## config.mk

```make
export PLATFORM = sky130hd
export DESIGN_NAME = biquad_notch_filter_core
export DESIGN_NICKNAME = d
export VERILOG_FILES = /design/src/design/bqn_pkg.sv /design/src/design/biquad_notch_filter_core.sv
export SDC_FILE = /design/constraint.sdc
export NUM_CORES = 2
export LEC_CHECK = 0
export BUFFER_PORTS_ARGS = -buffer_cell sky130_fd_sc_hd__buf_2
export CORE_MARGIN = 5
export CORE_UTILIZATION = 42
export DETAILED_ROUTE_END_ITERATION = 10
export GPL_TIMING_DRIVEN = 0
export HOLD_SLACK_MARGIN = 0.08
export PLACE_DENSITY = 0.65
export SYNTH_ARGS = -nofsm -noshare
export SYNTH_HDL_FRONTEND = slang
export SYNTH_SLANG_ARGS = --single-unit
```

## constraint.sdc

```tcl
create_clock -name clk -period 21.7 [get_ports clk]
set_input_delay 1.085 -clock clk [delete_from_list [all_inputs] [get_ports clk]]
set_output_delay 1.085 -clock clk [all_outputs]
set_load 0.02 [all_outputs]
```

## src/design/bqn_pkg.sv

```systemverilog
package bqn_pkg;

  // Default widths of the filter core
  localparam int DEF_SAMPLE_WIDTH   = 16;
  localparam int DEF_COEF_FRAC_BITS = 20;

  // Coefficients are signed Q3.F, the gain is unsigned Q3.F
  localparam int COEF_INT_BITS = 4;
  localparam int GAIN_INT_BITS = 3;

  // Register index width on the config port
  localparam int CFG_IDX_W = 3;

  // Number of products in the direct-form-1 sum
  localparam int MAC_TERMS = 5;

  typedef enum logic [CFG_IDX_W-1:0] {
    REG_ENABLE   = 3'd0,
    REG_COEF_B0  = 3'd1,
    REG_COEF_B1  = 3'd2,
    REG_COEF_B2  = 3'd3,
    REG_COEF_A1  = 3'd4,
    REG_COEF_A2  = 3'd5,
    REG_INV_GAIN = 3'd6
  } cfg_reg_t;

  typedef enum logic [1:0] {
    S_IDLE,
    S_MAC,
    S_SCALE,
    S_ROUND
  } state_t;

  typedef enum logic [2:0] {
    TERM_B0,
    TERM_B1,
    TERM_B2,
    TERM_A1,
    TERM_A2
  } mac_term_t;

endpackage

```

## src/design/biquad_notch_filter_core.sv

```systemverilog
// Direct-form-1 biquad (notch) filter, one signed sample in, one signed
// sample out. Each transfer on the input channel yields exactly one transfer
// on the output channel. All arithmetic goes through a single signed
// multiplier under a small sequencer: the multiply-accumulate state builds
// the full-precision sum x0*b0 + x1*b1 + x2*b2 - y1*a1 - y2*a2, then the sum
// is cut into SAMPLE_WIDTH-bit chunks and multiplied by inv_gain one chunk a
// cycle (three chunks at the default widths), then the round state rounds
// half up, shifts right by 2*COEF_FRAC_BITS and saturates. With enable low
// the sample skips the multiply and scale states and goes straight to the
// round state. in_ready is high only while the sequencer is idle; a finished
// result sits in the output register, so the next sample can be taken while
// the previous result still waits for out_ready. Coefficient registers are
// to be written through cfg_we/cfg_index/cfg_data only while the block is
// idle; the user is bound to this and the block leaves it unchecked. Writes
// to an unknown index are dropped. Reset clears the sample histories and
// loads unity gain (b0 = inv_gain = 1.0, others 0) with the filter bypassed.
module biquad_notch_filter_core #(
  parameter int SAMPLE_WIDTH   = bqn_pkg::DEF_SAMPLE_WIDTH,
  parameter int COEF_FRAC_BITS = bqn_pkg::DEF_COEF_FRAC_BITS
) (
  input  logic                                      clk,
  input  logic                                      rst,
  // config write port
  input  logic                                      cfg_we,
  input  logic [bqn_pkg::CFG_IDX_W-1:0]             cfg_index,
  input  logic [COEF_FRAC_BITS+bqn_pkg::COEF_INT_BITS-1:0] cfg_data,
  // sample input
  input  logic                                      in_valid,
  output logic                                      in_ready,
  input  logic signed [SAMPLE_WIDTH-1:0]            sample_in,
  // filtered output
  output logic                                      out_valid,
  input  logic                                      out_ready,
  output logic signed [SAMPLE_WIDTH-1:0]            sample_out,
  output logic                                      saturated
);

  import bqn_pkg::*;

  // Widths
  localparam int SW  = SAMPLE_WIDTH;
  localparam int FB  = COEF_FRAC_BITS;
  localparam int CW  = FB + COEF_INT_BITS;       // coefficient width
  localparam int GW  = FB + GAIN_INT_BITS;       // gain width
  localparam int MW  = SW + CW + 2;              // multiplier product
  localparam int AW  = SW + CW + 3;              // five-term sum
  localparam int NCH = (AW + SW - 1) / SW;       // sum chunks for scaling
  localparam int EW  = NCH * SW;                 // sum extended to chunks
  localparam int PW  = EW + CW + 2;              // scaled product, one spare bit
  localparam int CH_W = $clog2(NCH);
  localparam int SH  = 2 * FB;                   // final right shift

  localparam logic [PW-1:0]        RND_HALF = PW'(1) << (SH - 1);
  localparam logic [CH_W-1:0]      CH_TOP   = CH_W'(NCH - 1);
  localparam logic signed [SW-1:0] S_MAX    = {1'b0, {(SW-1){1'b1}}};
  localparam logic signed [SW-1:0] S_MIN    = {1'b1, {(SW-1){1'b0}}};

  // Configuration registers
  logic                 enable;
  logic signed [CW-1:0] coef_b0, coef_b1, coef_b2, coef_a1, coef_a2;
  logic [GW-1:0]        inv_gain;

  // Filter state
  logic signed [SW-1:0] x0, in_prev1, in_prev2, out_prev1, out_prev2;

  // Sequencer
  state_t          state, state_next;
  mac_term_t       step;
  logic [CH_W-1:0] chunk_idx;

  // Datapath
  logic signed [AW-1:0] acc;
  logic signed [PW-1:0] pacc;
  logic signed [SW:0]   mul_a;
  logic signed [CW:0]   mul_b;
  logic signed [MW-1:0] mul_p;
  logic signed [AW-1:0] term;
  logic signed [PW-1:0] term_ext;
  logic [EW-1:0]        acc_ext;
  logic [SW-1:0]        chunk [NCH];
  logic [PW-1:0]        rnd;
  logic                 hi_ones, hi_zeros;
  logic signed [SW-1:0] y_val;
  logic                 y_sat;
  logic                 out_free;
  logic                 in_xfer;

  // ---------------------------------------------------------------------
  // Config writes
  // ---------------------------------------------------------------------
  always_ff @(posedge clk) begin
    if (rst) begin
      enable   <= 1'b0;
      coef_b0  <= CW'(1) << FB;
      coef_b1  <= '0;
      coef_b2  <= '0;
      coef_a1  <= '0;
      coef_a2  <= '0;
      inv_gain <= GW'(1) << FB;
    end else if (cfg_we) begin
      case (cfg_reg_t'(cfg_index))
        REG_ENABLE:   enable   <= cfg_data[0];
        REG_COEF_B0:  coef_b0  <= cfg_data;
        REG_COEF_B1:  coef_b1  <= cfg_data;
        REG_COEF_B2:  coef_b2  <= cfg_data;
        REG_COEF_A1:  coef_a1  <= cfg_data;
        REG_COEF_A2:  coef_a2  <= cfg_data;
        REG_INV_GAIN: inv_gain <= cfg_data[GW-1:0];
        default: ;
      endcase
    end
  end

  // ---------------------------------------------------------------------
  // Next state
  // ---------------------------------------------------------------------
  assign out_free = !out_valid || out_ready;
  assign in_xfer  = in_valid && in_ready;

  always_comb begin
    state_next = state;
    case (state)
      S_IDLE: begin
        if (in_valid) state_next = enable ? S_MAC : S_ROUND;
      end
      S_MAC: begin
        if (step == TERM_A2) state_next = S_SCALE;
      end
      S_SCALE: begin
        if (chunk_idx == '0) state_next = S_ROUND;
      end
      S_ROUND: begin
        if (out_free) state_next = S_IDLE;
      end
      default: state_next = S_IDLE;
    endcase
  end

  // ---------------------------------------------------------------------
  // Sequencer outputs: handshake and multiplier operand select
  // ---------------------------------------------------------------------
  always_comb begin
    for (int i = 0; i < NCH; i++) begin
      chunk[i] = acc_ext[i*SW +: SW];
    end
  end

  // acc is signed, so the cast sign-extends
  assign acc_ext = EW'(acc);

  always_comb begin
    in_ready = 1'b0;
    mul_a    = '0;
    mul_b    = '0;
    case (state)
      S_IDLE: begin
        in_ready = 1'b1;
      end
      S_MAC: begin
        case (step)
          TERM_B0: begin mul_a = {x0[SW-1], x0};               mul_b = {coef_b0[CW-1], coef_b0}; end
          TERM_B1: begin mul_a = {in_prev1[SW-1], in_prev1};   mul_b = {coef_b1[CW-1], coef_b1}; end
          TERM_B2: begin mul_a = {in_prev2[SW-1], in_prev2};   mul_b = {coef_b2[CW-1], coef_b2}; end
          TERM_A1: begin mul_a = {out_prev1[SW-1], out_prev1}; mul_b = {coef_a1[CW-1], coef_a1}; end
          TERM_A2: begin mul_a = {out_prev2[SW-1], out_prev2}; mul_b = {coef_a2[CW-1], coef_a2}; end
          default: ;
        endcase
      end
      S_SCALE: begin
        // top chunk carries the sign, lower chunks are unsigned digits
        if (chunk_idx == CH_TOP) begin
          mul_a = {chunk[chunk_idx][SW-1], chunk[chunk_idx]};
        end else begin
          mul_a = {1'b0, chunk[chunk_idx]};
        end
        mul_b = {2'b00, inv_gain};
      end
      default: ;
    endcase
  end

  // The one shared multiplier
  assign mul_p = mul_a * mul_b;

  assign term     = {{(AW-MW){mul_p[MW-1]}}, mul_p};
  assign term_ext = {{(PW-MW){mul_p[MW-1]}}, mul_p};

  // ---------------------------------------------------------------------
  // Round half up, shift, saturate
  // ---------------------------------------------------------------------
  assign rnd      = pacc + RND_HALF;
  assign hi_ones  = &rnd[PW-1:SH+SW-1];
  assign hi_zeros = ~|rnd[PW-1:SH+SW-1];

  always_comb begin
    y_val = x0;
    y_sat = 1'b0;
    if (enable) begin
      if (hi_ones || hi_zeros) begin
        y_val = rnd[SH+SW-1:SH];
      end else begin
        y_val = rnd[PW-1] ? S_MIN : S_MAX;
        y_sat = 1'b1;
      end
    end
  end

  // ---------------------------------------------------------------------
  // Control registers
  // ---------------------------------------------------------------------
  always_ff @(posedge clk) begin
    if (rst) begin
      state     <= S_IDLE;
      step      <= TERM_B0;
      chunk_idx <= CH_TOP;
      out_valid <= 1'b0;
      in_prev1  <= '0;
      in_prev2  <= '0;
      out_prev1 <= '0;
      out_prev2 <= '0;
    end else begin
      state <= state_next;
      if (in_xfer) begin
        step <= TERM_B0;
      end else if (state == S_MAC) begin
        step <= mac_term_t'(step + 3'd1);
      end
      if (state == S_MAC) begin
        chunk_idx <= CH_TOP;
      end else if (state == S_SCALE) begin
        chunk_idx <= chunk_idx - CH_W'(1);
      end
      if (state == S_ROUND && out_free) begin
        out_valid <= 1'b1;
        in_prev2  <= in_prev1;
        in_prev1  <= x0;
        out_prev2 <= out_prev1;
        out_prev1 <= y_val;
      end else if (out_valid && out_ready) begin
        out_valid <= 1'b0;
      end
    end
  end

  // ---------------------------------------------------------------------
  // Payload registers
  // ---------------------------------------------------------------------
  always_ff @(posedge clk) begin
    if (in_xfer) x0 <= sample_in;
    if (state == S_MAC) begin
      case (step)
        TERM_B0:          acc <= term;
        TERM_A1, TERM_A2: acc <= acc - term;
        default:          acc <= acc + term;
      endcase
    end
    if (state == S_SCALE) begin
      // chunks go top down: pacc = pacc * 2^SW + chunk * gain
      if (chunk_idx == CH_TOP) pacc <= term_ext;
      else                     pacc <= (pacc <<< SW) + term_ext;
    end
    if (state == S_ROUND && out_free) begin
      sample_out <= y_val;
      saturated  <= y_sat;
    end
  end

`ifndef SYNTHESIS
  // a pending result is never overwritten
  a_no_overwrite: assert property (@(posedge clk) disable iff (rst)
    (state == S_ROUND && out_valid && !out_ready) |=> (state == S_ROUND))
    else $error("result overwritten while output pending");

  // the stored feedback sample matches what was delivered
  a_feedback: assert property (@(posedge clk) disable iff (rst)
    (state == S_ROUND && out_free) |=> (out_valid && out_prev1 == sample_out))
    else $error("y1 history differs from result");

  // clipping flag only with a rail value
  a_sat_rail: assert property (@(posedge clk) disable iff (rst)
    (out_valid && saturated) |-> (sample_out == S_MAX || sample_out == S_MIN))
    else $error("saturated flag without rail value");

  // bypass never reports clipping
  a_bypass_clean: assert property (@(posedge clk) disable iff (rst)
    (out_valid && !enable) |-> !saturated)
    else $error("saturated flag in bypass");

  // an accepted sample goes to the MAC phase or straight to output
  a_start: assert property (@(posedge clk) disable iff (rst)
    in_xfer |=> (state == S_MAC || state == S_ROUND))
    else $error("sequencer did not start");
`endif

endmodule

```

Word level (Yosys, flattened, before mapping). Index checks and enable logic that the tools add are counted. Widths: inputs -> output; s select.

Bits in writable memories: 0. Latch bits: 0. Memories kept: 0. Input bits: 48. Bits in registers: 366. Output and inout bits: 19. Bits in read-only memories: 0. Word-level logic and storage cells: 95.

Eq/ne operators: 18. $mul: 1. Add/sub/neg operators: 6. $lt $le $gt $ge: 1. Reduce and logical (&&, ||, !) cells: 25. Div/mod/pow operators: 0. Mux-type cells: 23. Bitwise gates (word level): 1. Shift operators: 0.

Operators with widths (number): $pmux 25 s5 (1); $pmux 43 s2 (1); $pmux 17 s5 (1); $mux 16 (5); $add 74x40->74 const B (1); $add 74x42->74 (1); $mux 74 (1); $pmux 25 s2 (1); $add 43x42->43 (1); $sub 43x42->43 (1); $mul 17x25->42 (1); $pmux 17 s2 (1); $bmux 16 s2 (1); $reduce_and 19->1 (1); $reduce_or 19->1 (1); $mux 17 (1); $reduce_and 2->1 (7); $eq 3x2->1 const B (4); $eq 3x3->1 const B (4); $mux 2 (5); $ne 2x2->1 const B (4); $pmux 2 s4 (1); $eq 2x2->1 const B (3); $eq 3x1->1 const B (2); other kinds (14) (25).

Depth between registers and ports, before layout.
Depth after elaboration: 9. Gate-level depth with buffers: 51.

Least setup slack after synthesis. Ideal clock, no wire load.

Kind: reg2reg. From: reg state[0]. To: reg pacc[71], data pin. Path buffers: 6. Cell stages (with the launch flop): 44. Clock period less this slack: 13.160 ns. Setup time: 0.141 ns. Data arrival time: 13.019 ns. Slack: 8.540 ns. Data required time: 21.559 ns. Cell sequence: dfxtp_1 > inv_1 > ha_1 > and2_1 > clkbuf_1 > clkbuf_1 > clkbuf_1 > a22o_1 > nand2_1 > fa_1 > inv_1 > fa_1 > fa_1 > fa_1 > fa_1 > inv_1 > fa_1 > inv_1 > [... 8 more ...] > a21oi_1 > xnor2_1 > clkbuf_1 > ha_1 > clkbuf_1 > a21o_1 > a21o_1 > a21oi_1 > nor2_1 > a311oi_1 > o21ai_0 > a31oi_1 > nor2_1 > a211oi_1 > a31oi_2 > a31o_2 > a2111oi_0 > nand3b_1.

Cells in the longest elaborated chain, start to end: 5. Elaborated cells between the ends (all ways): 7. Those cells by class: add/sub (1); mul (1); eq/ne (2); mux (3).

Ends and longest elaborated chain: start, declared (line biquad_notch_filter_core.sv:67) `state_t state, state_next;`; start signal, assigned (line biquad_notch_filter_core.sv:222) `state <= state_next;`; $eq 2x2->1 or $eq 2x1->1 (tied branches) (line biquad_notch_filter_core.sv:155) `case (state)`; $pmux 17 s2 or $pmux 25 s2 (tied branches) (line biquad_notch_filter_core.sv:155); $mul 17x25->42 (*) (line biquad_notch_filter_core.sv:183) `assign mul_p = mul_a * mul_b;`; $add 74x42->74 (line biquad_notch_filter_core.sv:260) `else pacc <= (pacc <<< SW) + term_ext;`; $mux 74 (*) (line biquad_notch_filter_core.sv:259) `if (chunk_idx == CH_TOP) pacc <= term_ext;`; end signal, assigned (line biquad_notch_filter_core.sv:259); end signal, assigned (line biquad_notch_filter_core.sv:260); end, declared (line biquad_notch_filter_core.sv:73) `logic signed [PW-1:0] pacc;`.

Every way passes the cells marked *; elsewhere a longest branch is shown, timed or not. A chain may end at the register's enable or synchronous reset.

Final worst setup path.
From: reg state[1]. To: reg pacc[71], data pin.

The elaborated chain is that of the path after synthesis.

==> results.toml <==
[cts]
cts_buffer_depth = 3
root_buffer = "clkbuf_16"
numCtsBuffers = 44
insertion_delay_ps = 600
path_clk_slew_ps = 60
postCtsSetupRepairBufs = 0
postCtsHoldBufs = 0
cts_tree = "yes"
cts_max_level = 2
cts_resized = 0
cts_sinks = 366

[final_layout]
final_cell_mix = "nand2_1 (727), inv_1 (472), fa_1 (409), nor2_1 (340), a21oi_1 (339)"
nets = 5111
nFillCells = 8594
drive_gt1_share_pct = 4.93
final_common_cell = "nand2_1"
seq_area_um2 = 8830
syn_to_final_growth_pct = 9.54
multi_input_area_um2 = 25400

[setup_path]
path_max_fanout = 24
cp.arrival_ps = 15860
worst-setup-path-type = "register to register"
crit_path_end_kind = "register"
slowest_delay_ps = 940
required_ps = 22140
worstSetupStartpointType = "register"
cpLargestDelayFamily = "compound AO/OA/AOI/OAI gates"
cpMostUsedCell = "fa_1"
crit_buf_inv = 10
slowest_stage = "nor2b_1"

[sta]
min_period_over_period_pct = 71.0
setup_tns_ps = 0
slew_viol_final = 0
worstMarginPinSlew_ps = 1400
period_minus_slack_ps = 15420
hold_viol = 0
finClkSkew_ps = 25.5
setup_viol = 0
rsz0062_at_grt = "false"
relSlewSlack_pct = 6.67
max_freq_ghz = 0.0649

[power_and_ir_drop]
p_per_area_nw_per_um2 = 131
p_total_uw = 5310
leakage_uw = 0.0169
ir_drop_mv = 0.132

[floorplanning]
core_region_area_um2 = 87000
fp.dieH_um = 306
start_util_pct = 42.4
die_w_um = 306
ios = 67
dieArea_um2 = 93800
rows = 108

[run]
maxCapViolCount = 0

[drt]
drt-initial-drc-count = 3253
drc = 2
postRouteAntennaNets = 0
vias = 32066
post_drt_wl_per_cell_um = 20.7
viasPerCell = 5.69
first_pass_iters = 11
drt-total-wl_mm = 117

[logic_synthesis]
synth_cells = 4325
ys_types = 96
async_reset_ff_share_pct = 0
synth_seq_cells = 366
synth.area.mux_share_pct = 0.807
yosysWarnings = 0
syn_area_um2 = 36900
synthSimpleGateAreaFrac_pct = 17.1
syn_avg_cell_area_um2 = 8.53
synth_nets = 4991
synth_compound_area_share_pct = 17.4
synth_fa_ha_area_share_pct = 29.3
synth_edf_count = 150
synthXorXnorAreaFrac_pct = 4.26
yosysSeqAreaShare_pct = 23.9
dominantRegCellSynth = "dfxtp_1"
synth_top_family_by_area = "adder cells"

[outcome]
violations = "DRC"
status = "complete, but fails checks"

[grt]
antenna_found_initial = 0
globalRoute.totalOverflow = 0
grt_max_degree = 40
grt_pass1_vias = 31177
grt_usage_pct = 24.4
grt_pass1_wl_mm = 182

[worst_hold_path]
min_path_type = "register to register"

[place]
place_congestion = 0.955
dp_hpwl_mm = 92.8
portBuffers = 65
==> worst min-delay path: cells and delay by family (launching register included) <==
family / cells / cell delay, ps
DFF: 1 / 310
and+or+nand+nor: 1 / 50
AOI/OAI and AO/OA: 1 / 50
==> flip-flops by register name, indices dropped and copies added, names as in the netlist, 23 cells and up <==
register and cells:
coef_a1 24, coef_b2 24, inv_gain 23, acc 43, coef_b0 24, coef_a2 24, coef_b1 24, pacc 74
==> kinds of logic (layout without fill, tap and decap cells) <==
family | after synthesis | in the layout
and+or+nand+nor | 1441 | 1441
AOI/OAI and AO/OA | 993 | 993
buffers and inverters | 700 | 856
adders and majority gates | 618 | 618
DFF | 366 | 366
xor gates and xnor gates | 178 | 178
muxes | 29 | 29
other | 0 | 1
==> power breakdown <==
group / total, uW / internal (uW) / leakage [uW] / switching, uW
clock network: 822 / 499 / 0.000769 / 323
registers: 1000 / 910 / 0.00317 / 94.8
logic: 3490 / 1310 / 0.0130 / 2180
total: 5310 / 2710 / 0.0169 / 2600
==> final cells by class <==
type / count / area share, %
Clock buffer: 54 / 2.92
Buffer: 227 / 2.18
Timing Repair Buffer: 74 / 1.11
Multi-Input combinational cell: 3259 / 62.9
Clock inverter: 28 / 1.05
Antenna cell: 1 / 0.00619
Inverter: 473 / 4.40
Tap cell: 1155 / 3.58
Sequential cell: 366 / 21.9
==> final timing paths <==
path,startpoint,endpoint,slack (ps),cells past startpoint
max,state[1],pacc[71],6280,45
min,coef_a2[7],coef_a2[7],450,2
max reg2reg,state[1],pacc[71],6280,45
min reg2reg,coef_a2[7],coef_a2[7],450,2
==> synthesized netlist by cell type, drive strengths merged (23+ instances only) <==
cell type	number	share of area, %
a21o	66	1.3
xor2	67	1.6
o211ai	23	0.48
ha	209	7.1
mux2i	23	0.62
inv	473	4.8
nand3	54	0.75
a222oi	38	1.0
a31oi	26	0.46
o21ai	199	2.7
and3	26	0.44
fa	409	22
edfxtp	150	12
nor2b	44	0.75
dfxtp	216	12
o31ai	30	0.68
a21oi	344	4.7
a211oi	28	0.61
and2	27	0.46
nand2b	65	1.1
nand4	34	0.58
nor2	340	3.5
a22oi	80	1.6
nand2	727	7.4
nor3	48	0.66
a22o	26	0.62
clkbuf	209	2.1
xnor2	110	2.6
==> per-stage QoR <==
step	hold slack, ps	setup WS, ps	std cells	util (%)	cell area (um^2)
6_report	453	6280	5637	46.4	40400
2_1_floorplan	436	8540	4325	-	36900
5_1_grt	470	5510	5636	46.4	40400
4_1_cts	453	6510	5635	46.4	40400
3_3_place_gp	441	3860	5545	44.4	38600
3_5_place_dp	446	6590	5553	44.6	38800
==> routing by layer <==
| layer | track usage [%] | vias up | routed length, um |
|---|---|---|---|
| li1 | - | 14818 | - |
| met1 | 34.3 | 15725 | 50400 |
| met2 | 38.6 | 1297 | 53000 |
| met3 | 3.89 | 226 | 8790 |
| met4 | 8.36 | 0 | 4550 |
| met5 | 0 | - | 0 |
Note: power is estimated with default switching activity, not from simulation.
